<file path="src/sv/fgsc_pkg.sv">
// shared types and constants of the fuel gauge sample conditioner
`timescale 1ns / 1ps
`default_nettype none

package fgsc_pkg;

  // configuration port
  localparam int unsigned CFG_INDEX_W = 3;
  localparam int unsigned CFG_DATA_W  = 16;

  localparam logic [CFG_INDEX_W-1:0] REG_RCOMP_BASE  = 3'd0;
  localparam logic [CFG_INDEX_W-1:0] REG_COEFF_HOT   = 3'd1;
  localparam logic [CFG_INDEX_W-1:0] REG_COEFF_COLD  = 3'd2;
  localparam logic [CFG_INDEX_W-1:0] REG_FULL_LEVEL  = 3'd3;
  localparam logic [CFG_INDEX_W-1:0] REG_EMPTY_LEVEL = 3'd4;

  localparam logic [9:0] FULL_LEVEL_RST = 10'd1000;

  // arithmetic constants
  localparam logic [14:0]        SOC_SCALE      = 15'd19531;
  localparam logic [19:0]        EMPTY_SCALE    = 20'd1000000;
  localparam logic signed [14:0] SPAN_SCALE     = 15'sd10000;
  localparam logic [6:0]         CAP_MAX        = 7'd100;
  localparam logic signed [11:0] TEMP_DEFAULT   = 12'sd250;
  localparam logic [12:0]        DIV10_K        = 13'd6554;    // ceil(2^16 / 10)
  localparam logic signed [9:0]  TEMP_REF       = 10'sd20;
  localparam logic [9:0]         MILLI          = 10'd1000;
  localparam logic [18:0]        DIV1000_K      = 19'd268436;  // ceil(2^28 / 1000)
  localparam logic [17:0]        RCOMP_SAT_LIM  = 18'd256000;
  localparam logic [7:0]         RCOMP_MAX      = 8'd255;

  // divider
  localparam int unsigned DIV_STEPS = 32;
  localparam int unsigned DIV_CNT_W = $clog2(DIV_STEPS);

  typedef struct packed {
    logic [15:0]        vcell_raw;
    logic               vcell_ok;
    logic [15:0]        soc_raw;
    logic               soc_ok;
    logic signed [11:0] temp_deci_c;
    logic               temp_ok;
  } sample_t;

  typedef struct packed {
    logic [12:0] voltage_mv;
    logic [6:0]  capacity_pct;
    logic [7:0]  rcomp_value;
    logic        changed;
  } result_t;

  typedef struct packed {
    logic load;
    logic prep;
    logic absv;
    logic rc1;
    logic rc2;
    logic div_step;
    logic finish;
  } cmd_t;

  typedef enum logic [2:0] {
    ST_IDLE,
    ST_PREP,
    ST_ABS,
    ST_RC1,
    ST_RC2,
    ST_DIV,
    ST_FINISH
  } state_t;

endpackage

`default_nettype wire

</file>
<file path="src/sv/fgsc_if.sv">
// request channels of the fuel gauge sample conditioner
`timescale 1ns / 1ps
`default_nettype none

interface fgsc_sample_if;
  import fgsc_pkg::*;

  logic    valid;
  logic    ready;
  sample_t data;

  modport source (output valid, output data, input ready);
  modport sink (input valid, input data, output ready);
endinterface

interface fgsc_result_if;
  import fgsc_pkg::*;

  logic    valid;
  logic    ready;
  result_t data;

  modport source (output valid, output data, input ready);
  modport sink (input valid, input data, output ready);
endinterface

`default_nettype wire

</file>
<file path="src/sv/fgsc_ctrl.sv">
// sequencer of the fuel gauge sample conditioner
`timescale 1ns / 1ps
`default_nettype none

module fgsc_ctrl (
  input  wire logic            clk,
  input  wire logic            rst,
  input  wire logic            in_valid,
  output logic                 in_ready,
  output logic                 out_valid,
  input  wire logic            out_ready,
  output fgsc_pkg::cmd_t       cmd
);
  import fgsc_pkg::*;

  state_t               state, state_next;
  logic [DIV_CNT_W-1:0] step, step_next;
  logic                 out_valid_next;
  logic                 out_free;

  assign out_free = !out_valid || out_ready;

  always_ff @(posedge clk) begin
    if (rst) begin
      state     <= ST_IDLE;
      step      <= '0;
      out_valid <= 1'b0;
    end else begin
      state     <= state_next;
      step      <= step_next;
      out_valid <= out_valid_next;
    end
  end

  always_comb begin
    state_next = state;
    step_next  = step;
    cmd        = '0;
    in_ready   = 1'b0;
    unique case (state)
      ST_IDLE: begin
        // no request is taken while reset is held
        in_ready = !rst;
        if (in_valid && !rst) begin
          cmd.load   = 1'b1;
          state_next = ST_PREP;
        end
      end
      ST_PREP: begin
        cmd.prep   = 1'b1;
        state_next = ST_ABS;
      end
      ST_ABS: begin
        cmd.absv   = 1'b1;
        state_next = ST_RC1;
      end
      ST_RC1: begin
        cmd.rc1    = 1'b1;
        state_next = ST_RC2;
      end
      ST_RC2: begin
        cmd.rc2    = 1'b1;
        step_next  = '0;
        state_next = ST_DIV;
      end
      ST_DIV: begin
        cmd.div_step = 1'b1;
        step_next    = step + 1'b1;
        if (step == DIV_CNT_W'(DIV_STEPS - 1)) begin
          state_next = ST_FINISH;
        end
      end
      ST_FINISH: begin
        if (out_free) begin
          cmd.finish = 1'b1;
          state_next = ST_IDLE;
        end
      end
      default: state_next = ST_IDLE;
    endcase
  end

  always_comb begin
    out_valid_next = out_valid;
    if (cmd.finish) begin
      out_valid_next = 1'b1;
    end else if (out_valid && out_ready) begin
      out_valid_next = 1'b0;
    end
  end

endmodule

`default_nettype wire

</file>
<file path="src/sv/fgsc_datapath.sv">
// datapath of the fuel gauge sample conditioner: scaling, divider, compensation
`timescale 1ns / 1ps
`default_nettype none

module fgsc_datapath (
  input  wire logic                             clk,
  input  wire logic                             rst,
  input  wire logic                             cfg_we,
  input  wire logic [fgsc_pkg::CFG_INDEX_W-1:0] cfg_index,
  input  wire logic [fgsc_pkg::CFG_DATA_W-1:0]  cfg_data,
  input  wire fgsc_pkg::sample_t                in_data,
  input  wire fgsc_pkg::cmd_t                   cmd,
  output fgsc_pkg::result_t                     out_data
);
  import fgsc_pkg::*;

  // configuration
  logic [7:0]  rcomp_base;
  logic [15:0] coeff_hot;
  logic [15:0] coeff_cold;
  logic [9:0]  full_level;
  logic [9:0]  empty_level;

  // history
  logic [12:0] last_voltage;
  logic [6:0]  last_capacity;

  // load stage
  logic [12:0]        volt_new;
  logic               vok;
  logic               sok;
  logic [30:0]        prod_a;
  logic [29:0]        prod_b;
  logic signed [10:0] lvl_diff;
  logic [11:0]        tabs;
  logic               tneg;

  // prep stage
  logic signed [31:0] num;
  logic signed [24:0] den;
  logic [7:0]         tq;

  // abs stage and divider
  logic [31:0]        quo;
  logic [23:0]        rem;
  logic [23:0]        den_mag;
  logic               q_neg;
  logic               den_zero;
  logic signed [9:0]  tdiff;
  logic [15:0]        slope;

  // compensation stages
  logic signed [27:0] rval;
  logic [7:0]         rcomp;

  // combinational helpers
  logic [14:0]        v_times5;
  logic signed [11:0] tsel;
  logic [24:0]        tq_prod;
  logic signed [9:0]  t_whole;
  logic signed [9:0]  t_rel;
  logic signed [16:0] slope_s;
  logic signed [26:0] rc_prod;
  logic [17:0]        base_k;
  logic [36:0]        rq_prod;
  logic [24:0]        rem_sh;
  logic [25:0]        trial;
  logic [6:0]         cap_calc;
  logic [12:0]        volt_out;
  logic [6:0]         cap_out;

  always_ff @(posedge clk) begin
    if (rst) begin
      rcomp_base  <= '0;
      coeff_hot   <= '0;
      coeff_cold  <= '0;
      full_level  <= FULL_LEVEL_RST;
      empty_level <= '0;
    end else if (cfg_we) begin
      unique case (cfg_index)
        REG_RCOMP_BASE:  rcomp_base  <= cfg_data[7:0];
        REG_COEFF_HOT:   coeff_hot   <= cfg_data;
        REG_COEFF_COLD:  coeff_cold  <= cfg_data;
        REG_FULL_LEVEL:  full_level  <= cfg_data[9:0];
        REG_EMPTY_LEVEL: empty_level <= cfg_data[9:0];
        default: ;
      endcase
    end
  end

  assign v_times5 = in_data.vcell_raw[15:4] * 15'd5;
  assign tsel     = in_data.temp_ok ? in_data.temp_deci_c : TEMP_DEFAULT;
  assign tq_prod  = tabs * DIV10_K;
  assign t_whole  = tneg ? -$signed({2'b00, tq}) : $signed({2'b00, tq});
  assign t_rel    = t_whole - TEMP_REF;
  assign slope_s  = $signed({1'b0, slope});
  assign rc_prod  = tdiff * slope_s;
  assign base_k   = rcomp_base * MILLI;
  assign rq_prod  = rval[17:0] * DIV1000_K;
  assign rem_sh   = {rem, quo[31]};
  assign trial    = {1'b0, rem_sh} - {2'b00, den_mag};

  always_comb begin
    if (den_zero || q_neg) begin
      cap_calc = '0;
    end else if (quo > 32'(CAP_MAX)) begin
      cap_calc = CAP_MAX;
    end else begin
      cap_calc = quo[6:0];
    end
  end

  assign volt_out = vok ? volt_new : last_voltage;
  assign cap_out  = sok ? cap_calc : last_capacity;

  always_ff @(posedge clk) begin
    if (cmd.load) begin
      volt_new <= v_times5[14:2];
      vok      <= in_data.vcell_ok;
      sok      <= in_data.soc_ok;
      prod_a   <= in_data.soc_raw * SOC_SCALE;
      prod_b   <= empty_level * EMPTY_SCALE;
      lvl_diff <= $signed({1'b0, full_level}) - $signed({1'b0, empty_level});
      tneg     <= tsel[11];
      tabs     <= tsel[11] ? (~tsel + 12'd1) : tsel;
    end
    if (cmd.prep) begin
      num <= $signed({1'b0, prod_a}) - $signed({2'b00, prod_b});
      den <= lvl_diff * SPAN_SCALE;
      tq  <= tq_prod[23:16];
    end
    if (cmd.absv) begin
      quo      <= num[31] ? (~num + 32'd1) : num;
      rem      <= '0;
      den_mag  <= den[24] ? 24'(~den + 25'd1) : den[23:0];
      q_neg    <= num[31] ^ den[24];
      den_zero <= (den == '0);
      tdiff    <= t_rel;
      if (t_rel > 10'sd0) begin
        slope <= coeff_hot;
      end else if (t_rel < 10'sd0) begin
        slope <= coeff_cold;
      end else begin
        slope <= '0;
      end
    end
    if (cmd.rc1) begin
      rval <= $signed({10'd0, base_k}) - 28'(rc_prod);
    end
    if (cmd.rc2) begin
      if (rval[27]) begin
        rcomp <= '0;
      end else if (rval >= $signed({10'd0, RCOMP_SAT_LIM})) begin
        rcomp <= RCOMP_MAX;
      end else begin
        rcomp <= rq_prod[35:28];
      end
    end
    // restoring divide, one quotient bit a cycle
    if (cmd.div_step) begin
      if (!trial[25]) begin
        rem <= trial[23:0];
        quo <= {quo[30:0], 1'b1};
      end else begin
        rem <= rem_sh[23:0];
        quo <= {quo[30:0], 1'b0};
      end
    end
    if (cmd.finish) begin
      out_data.voltage_mv   <= volt_out;
      out_data.capacity_pct <= cap_out;
      out_data.rcomp_value  <= rcomp;
      out_data.changed      <= (volt_out != last_voltage) || (cap_out != last_capacity);
    end
  end

  always_ff @(posedge clk) begin
    if (rst) begin
      last_voltage  <= '0;
      last_capacity <= '0;
    end else if (cmd.finish) begin
      last_voltage  <= volt_out;
      last_capacity <= cap_out;
    end
  end

endmodule

`default_nettype wire

</file>
<file path="src/sv/fuel_gauge_sample_conditioner_unit.sv">
// top level of the fuel gauge sample conditioner
`timescale 1ns / 1ps
`default_nettype none

// each request on the sample channel carries one poll of the gauge (raw cell
// voltage, raw charge word, temperature in tenths of a degree, each with an ok
// flag) and yields exactly one request on the result channel. from acceptance
// until the block can take the next one, a poll passes the load, prep, abs,
// rc1 and rc2 steps of scaling and compensation set-up, the bit-serial signed
// divider that rescales the charge word, and the finish step. the result sits
// in an output register, so a new poll is taken while the last result waits;
// the next result is held back only if the previous one has still not been
// taken. a failed reading repeats the last reported value, a missing
// temperature counts as 25 degrees. configuration writes (index 0 base, 1 hot
// slope, 2 cold slope, 3 full level, 4 empty level) are meant for idle time.
module fuel_gauge_sample_conditioner_unit (
  input  wire logic                             clk,
  input  wire logic                             rst,
  input  wire logic                             cfg_we,
  input  wire logic [fgsc_pkg::CFG_INDEX_W-1:0] cfg_index,
  input  wire logic [fgsc_pkg::CFG_DATA_W-1:0]  cfg_data,
  fgsc_sample_if.sink                           sample,
  fgsc_result_if.source                         result
);
  import fgsc_pkg::*;

  cmd_t cmd;
  logic in_ready;
  logic out_valid;

  // sequencer: walks each poll through the datapath stages
  fgsc_ctrl u_ctrl (
    .clk       (clk),
    .rst       (rst),
    .in_valid  (sample.valid),
    .in_ready  (in_ready),
    .out_valid (out_valid),
    .out_ready (result.ready),
    .cmd       (cmd)
  );

  // datapath: config registers, history, divider and output register
  fgsc_datapath u_datapath (
    .clk       (clk),
    .rst       (rst),
    .cfg_we    (cfg_we),
    .cfg_index (cfg_index),
    .cfg_data  (cfg_data),
    .in_data   (sample.data),
    .cmd       (cmd),
    .out_data  (result.data)
  );

  assign sample.ready = in_ready;
  assign result.valid = out_valid;

endmodule

`default_nettype wire
</file>
<file path="src/flat_wrapper.sv">
// flat-port wrapper written by rule: the top's interface ports become plain ports
module fuel_gauge_sample_conditioner_unit_flat import fgsc_pkg::*;
  (clk, rst, cfg_we, cfg_index, cfg_data, sample_valid, sample_data, sample_ready, result_valid, result_data, result_ready);
  fgsc_sample_if sample_i ();
  fgsc_result_if result_i ();
  input  wire logic clk;
  input  wire logic rst;
  input  wire logic cfg_we;
  input  wire logic [fgsc_pkg::CFG_INDEX_W-1:0] cfg_index;
  input  wire logic [fgsc_pkg::CFG_DATA_W-1:0] cfg_data;
  input wire logic [$bits(sample_i.valid)-1:0] sample_valid;
  input wire logic [$bits(sample_i.data)-1:0] sample_data;
  output wire logic [$bits(sample_i.ready)-1:0] sample_ready;
  output wire logic [$bits(result_i.valid)-1:0] result_valid;
  output wire logic [$bits(result_i.data)-1:0] result_data;
  input wire logic [$bits(result_i.ready)-1:0] result_ready;
  assign sample_i.valid = sample_valid;
  assign sample_i.data = sample_data;
  assign sample_ready = sample_i.ready;
  assign result_valid = result_i.valid;
  assign result_data = result_i.data;
  assign result_i.ready = result_ready;
  fuel_gauge_sample_conditioner_unit u_core (.clk(clk), .rst(rst), .cfg_we(cfg_we), .cfg_index(cfg_index), .cfg_data(cfg_data), .sample(sample_i), .result(result_i));
endmodule
</file>
<file path="config.mk">
export PLATFORM = sky130hd
export DESIGN_NAME = fuel_gauge_sample_conditioner_unit_flat
export DESIGN_NICKNAME = d
export VERILOG_FILES = /design/src/sv/fgsc_pkg.sv /design/src/sv/fgsc_if.sv /design/src/sv/fgsc_ctrl.sv /design/src/sv/fgsc_datapath.sv /design/src/sv/fuel_gauge_sample_conditioner_unit.sv /design/src/flat_wrapper.sv
export SDC_FILE = /design/constraint.sdc
export NUM_CORES = 2
export LEC_CHECK = 0
export BUFFER_PORTS_ARGS = -buffer_cell sky130_fd_sc_hd__clkbuf_2
export CAP_MARGIN = 40
export CORE_MARGIN = 5
export CORE_UTILIZATION = 50
export CTS_CLUSTER_DIAMETER = 60
export DETAILED_ROUTE_END_ITERATION = 7
export PLACE_DENSITY_LB_ADDON = 0.3
export SLEW_MARGIN = 5
export SYNTH_ARGS = -nofsm -noshare
export SYNTH_HDL_FRONTEND = slang
export SYNTH_HIERARCHICAL = 1
export SYNTH_SLANG_ARGS = --single-unit
</file>
<file path="constraint.sdc">
create_clock -name clk -period 23.8 [get_ports clk]
set_input_delay 0 -clock clk [delete_from_list [all_inputs] [get_ports clk]]
set_output_delay 0 -clock clk [all_outputs]
set_load 0.005 [all_outputs]
</file>
== Word level (Yosys, flattened, before mapping) ==
Index checks and enable logic that the tools add are counted.
Word-level totals
  register bits: 417
  output and inout bits: 31
  input port bits: 71
  logic and storage cells: 132
Cells by class
  bitwise logic cells: 4
  eq/ne operators: 16
  $add $sub $neg: 10
  magnitude comparators: 4
  reductions and logical operators: 19
  mux-type cells: 35
  multiply operators: 8
Operators by type and width (number)
  24-bit 2-to-1 mux: 4
  32-bit 2-to-1 mux: 3
  18-bit by 17-bit multiplier with 34-bit output, second input constant: 1
  32-bit by 1-bit adder with 32-bit output, second input constant: 1
  32-bit by 7-bit > comparator with 1-bit output, second input constant: 1
  16-bit 2-to-1 mux: 2
  32-bit inverter: 1
  31-bit by 30-bit subtractor with 32-bit output: 1
  16-bit by 15-bit multiplier with 31-bit output, second input constant: 1
  28-bit by 19-bit >= comparator with 1-bit output, second input constant: 1
  19-bit by 27-bit subtractor with 28-bit output: 1
  10-bit by 17-bit multiplier with 27-bit output: 1
  25-bit by 24-bit subtractor with 26-bit output: 1
  25-bit logical NOT: 1
  24-bit by 1-bit adder with 24-bit output, second input constant: 1
  10-bit by 14-bit multiplier with 24-bit output, second input constant: 1
  24-bit inverter: 1
  12-bit by 12-bit multiplier with 23-bit output, second input constant: 1
  11-bit by 11-bit multiplier with 21-bit output, second input constant: 1
  7-bit 2-to-1 mux: 3
  3-bit one-hot mux with 7 select lines: 1
  12-bit by 3-bit multiplier with 15-bit output, second input constant: 1
  8-bit by 7-bit multiplier with 15-bit output, second input constant: 1
  1-bit 2-to-1 mux: 13
  other kinds (30): 52

== Depth between registers and ports, before layout ==
  depth in word-level cells: 6
  mapped depth: 31
  gate-level depth less buffers: 31

== Cells and area by module ==
Netlist, hierarchy kept.
Modules (own cells, without submodules)
  fgsc_datapath: seq. area each 11330.9 µm², instances 1, cells an instance 3915, area an instance 40114.7 µm²
  fgsc_ctrl: seq. area each 180.2 µm², instances 1, cells an instance 59, area an instance 484.2 µm²

== Least setup slack after synthesis ==
Ideal clock, no wire load.
  kind: reg2reg
  start point: register u_core.u_datapath.rcomp_base[1]
  end point: register u_core.u_datapath.rval[27] (data pin)
  clock period less this slack: 7.524 ns
  required time: 23.537 ns
  cell stages (with the launch flop): 28
  path buffers: 0
  data arrival time: 7.262 ns
  library setup time: 0.263 ns
  setup slack: 16.276 ns
  cells stage by stage: dfxtp_1 fa_1 xor2_1 ha_1 fa_1 inv_1 fa_1 inv_1 ha_1 a21oi_1 o21bai_1 a21oi_1 xnor2_1 fa_1 inv_1 fa_1 fa_1 fa_1 inv_1 ha_1 a21oi_1 o21ai_0 o311ai_0 a41oi_1 nand2_1 nand2_1 a311oi_1 xnor2_1
On the way
  word-level cells in the longest chain between the ends: 2
Ends and longest elaborated chain
  start, declared: line fgsc_datapath.sv:18  | logic [7:0] rcomp_base;
  start signal, assigned: line fgsc_datapath.sv:81  | REG_RCOMP_BASE: rcomp_base <= cfg_data[7:0];
  8-bit by 7-bit multiplier with 15-bit output: line fgsc_datapath.sv:98  | assign base_k = rcomp_base * MILLI;
  19-bit by 27-bit subtractor with 28-bit output: line fgsc_datapath.sv:148  | rval <= $signed({10'd0, base_k}) - 28'(rc_prod);
  end signal, assigned: line fgsc_datapath.sv:148
  end, declared: line fgsc_datapath.sv:53  | logic signed [27:0] rval;
Every way passes these cells.
A chain may end at the register's enable or synchronous reset.

== Worst setup path in the final report ==
  start point: register u_core.u_datapath.rcomp_base[0]
  end point: register u_core.u_datapath.rval[25] (data pin)
The elaborated chain is that of the path after synthesis.

==> impl_metrics.py <==
metrics = {
    "synth": {
        "ys_warn_count": 6,
        "synth_mux_area_share_pct": 1.72,
        "ys_async_sr_fraction_pct": 0,
        "synth_top_family_by_area": "adder cells",
        "synth_area_leaders": "edfxtp_1, ha_1, fa_1",
        "synth-edff-count": 324,
        "synthSimpleGateAreaFrac_pct": 10.4,
        "yosys.cell_types.count": 85,
        "yosys.area_share.adder_pct": 38.5,
        "yosysTopAreaCellShare_pct": 24.0,
        "syn_area_mm2": 0.0406,
        "syn-num-nets": 5086,
        "synth-compound-area-share_pct": 8.60,
        "synth_xor_area_share_pct": 4.96,
        "synth_flop_cell": "edfxtp_1",
        "synth_largest_area_cell": "edfxtp_1",
        "syn_area_per_cell_um2": 10.2,
        "ys_ff_latch": 413,
        "yosysSeqAreaShare_pct": 28.4,
        "synth_cells": 3974,
    },
    "sta": {
        "worst_pin_slew_ns": 0.879,
        "fmax_mhz": 120,
        "timing.final.crit_share_pct": 35.0,
        "rsz0062_at_grt": "false",
        "setup-violations-final": 0,
        "final-hold-violation-count": 0,
        "clock_skew_ns": 0.0170,
        "finalMaxSlewViolations": 0,
        "fin_crit_ns": 8.34,
        "relSlewSlack_pct": 41.4,
        "finalSetupTns_ns": 0,
    },
    "setup_path": {
        "crit_fanout": 7,
        "cp.required_ns": 24.12,
        "crit_type": "reg2reg",
        "end_kind": "register",
        "setup.worst_path.start_class": "register",
        "crit_path_frequent_cell": "fa_1",
        "max_stage_delay_ns": 0.58,
        "worst_path_max_delay_cell": "o311ai_0",
        "crit_arrival_ns": 8.65,
    },
    "placement": {
        "port_buffers": 97,
        "place_inst": 5063,
        "hpwl_um": 63200,
        "gp_congestion": 0.841,
    },
    "global_routing": {
        "grt_max_degree": 83,
        "gr-usage-all-layers_pct": 18.6,
        "grt_pass1_vias": 27600,
        "grt_overflow": 0,
        "grt_pass1_wl_um": 135000,
        "grt_antenna_before_repair": 8,
    },
    "cells_and_area": {
        "fillers": 6974,
        "layout-drive-gt1-share_pct": 5.77,
        "layout.cells.non_filler": 5228,
        "nets": 5235,
        "syn_to_final_growth_pct": 9.65,
        "fin_util_pct": 55.3,
    },
    "floorplanning": {
        "die_w_um": 295,
        "rows": 104,
        "dieArea_mm2": 0.0870,
        "ios": 102,
        "start_util_pct": 50.4,
        "fp.dieH_um": 295,
        "core-area_mm2": 0.0805,
    },
    "worst_hold_path": {
        "min_path_type": "in2reg",
    },
    "drt": {
        "drtIter0Drc": 1237,
        "wl_per_cell_um": 15.2,
        "dr.pass1.iters": 5,
        "route.detailed.drc": 0,
        "antenna_left": 0,
        "via_per_inst": 5.19,
        "vias": 27100,
        "routed_wl_um": 79500,
    },
    "clock_network": {
        "clk_pin_slew_ns": 0.06,
        "cts_sinks": 413,
        "clockBufferDepth": 3,
        "cts_made_buffers": 47,
        "cts_tree": "built",
        "root_buffer": "clkbuf_16",
        "clock_latency_ns": 0.58,
        "cts_htree_levels": 2,
    },
    "run": {
        "maxCapViolations": 0,
    },
    "status": {
        "outcome": "completed",
    },
    "power_and_ir_drop": {
        "cellLeakagePower_uw": 0.0211,
        "ir_worst_vdd_v": 0.000122,
        "powerDensity_mw_per_mm2": 118,
        "fin_total_pwr_uw": 5260,
    },
}
-- worst max-delay path, delay by kind of cell, from the launching register on --
kind	cells	cell delay, ns
flops	1	0.53
fa+ha+maj	10	4.52
buf+inv	4	0.18
xor+xnor	3	0.41
compound gates	10	2.43
-- Yosys cell counts (36+ instances only) --
cell	n
a21o_1	45
a21oi_1	175
and2_1	82
clkbuf_1	68
dfxtp_1	89
edfxtp_1	324
fa_1	347
ha_1	694
inv_1	723
mux2i_1	54
nand2_1	339
nand3_1	36
nor2_1	161
nor2b_1	53
o21ai_0	115
xnor2_1	148
xor2_1	82
-- final timing paths --
kind | start | endpoint | slack (ns) | cells past startpoint
worst min register to register | u_core/u_datapath/prod_a[2]$_DFFE_PP_ | u_core/u_datapath/num[2]$_DFFE_PP_ | 0.42 | 0
worst min-delay path | sample_data[44] | u_core/u_datapath/volt_new[7]$_DFFE_PP_ | 0.04 | 4
worst max-delay path | u_core/u_datapath/rcomp_base[0]$_SDFFE_PP0P_ | u_core/u_datapath/rval[25]$_DFFE_PP_ | 15.46 | 27
worst max register to register | u_core/u_datapath/rcomp_base[0]$_SDFFE_PP0P_ | u_core/u_datapath/rval[25]$_DFFE_PP_ | 15.46 | 27
-- through the flow --
stage | setup WS [ns] | area (um^2) | hold slack (ns)
finish | 15.46 | 44500 | 0.0412
global route | 15.03 | 44500 | 0.0551
CTS | 15.44 | 44500 | 0.0107
detailed placement | 15.47 | 42200 | 0.191
global placement | 15.51 | 42200 | 0.183
floorplan | 16.28 | 40600 | 0.0989
-- layer usage --
metal | GRT usage, % | wire length (um) | vias up
li1 | - | - | 13600
met4 | 3.72 | 1260 | 2
met5 | 0 | 13 | -
met1 | 26.4 | 38500 | 13000
met2 | 31.1 | 36700 | 410
met3 | 2.42 | 3060 | 85
-- placed cells by master (no fill, tap or decap), types with 15 or more instances in the layout --
cell type and count:
nor2b_1 53, edfxtp_1 324, nand2_1 339, ha_1 694, and3_1 19, and2_1 81
nor4_1 15, fa_1 347, o21ai_0 115, o31ai_1 25, a21o_1 45, o21bai_1 26
inv_1 723, nor2_1 161, a21oi_1 175, mux2i_1 54, nor3_1 34, nand3_1 36
nand2b_1 35, dfxtp_1 89, clkbuf_16 47, xnor2_1 148, dlygate4sd3_1 71, a31oi_1 15
o21a_1 22, clkbuf_2 97, xor2_1 82, or3_1 17
-- cell type report --
type,instances,area (um^2),area share [%]
Multi-Input combinational cell,2756,26100,58.6
Sequential cell,413,11500,25.9
Inverter,723,2710,6.10
Timing Repair Buffer,182,1330,2.99
Tap cell,1060,1330,2.98
Clock buffer,60,1270,2.85
Clock inverter,27,274,0.616
Antenna cell,7,17.5,0.0394
-- power breakdown --
part / internal, uW / switching (uW) / total (uW) / leakage [uW]
logic: 1550 / 1880 / 3430 / 0.0167
registers: 1030 / 90.5 / 1120 / 0.00370
clock network: 416 / 298 / 715 / 0.000754
total: 2990 / 2270 / 5260 / 0.0211
-- state kept, by name, summed over array words and instances (netlist names), 8 cells and up --
name	count
u_core/u_datapath/full_level	10
u_core/u_datapath/empty_level	10
u_core/u_datapath/tq	8
u_core/u_datapath/out_data	29
u_core/u_datapath/rem	24
u_core/u_datapath/quo	32
u_core/u_datapath/volt_new	13
u_core/u_datapath/rval	28
u_core/u_datapath/den_mag	20
u_core/u_datapath/rcomp	8
u_core/u_datapath/rcomp_base	8
u_core/u_datapath/num	32
u_core/u_datapath/coeff_hot	16
u_core/u_datapath/prod_b	24
u_core/u_datapath/prod_a	31
u_core/u_datapath/last_voltage	13
u_core/u_datapath/lvl_diff	11
u_core/u_datapath/tdiff	10
u_core/u_datapath/tabs	12
u_core/u_datapath/slope	16
u_core/u_datapath/den	21
u_core/u_datapath/coeff_cold	16
-- kinds of logic (layout without fill, tap and decap cells) --
kind of cell | after synthesis | count (layout)
adders and majority gates | 1041 | 1041
other | 0 | 7
xor gates and xnor gates | 230 | 230
DFF | 413 | 413
and+or+nand+nor | 869 | 869
muxes | 68 | 68
buffers and inverters | 805 | 992
AOI/OAI and AO/OA | 548 | 548
-- what timing repair did --
item	4_1_cts	5_1_grt
resized for setup	0	0
hold buffers	71	0
endpoints found under the hold margin	97	0
buffers inserted	0	0
Note: power is estimated with default switching activity, not from simulation.
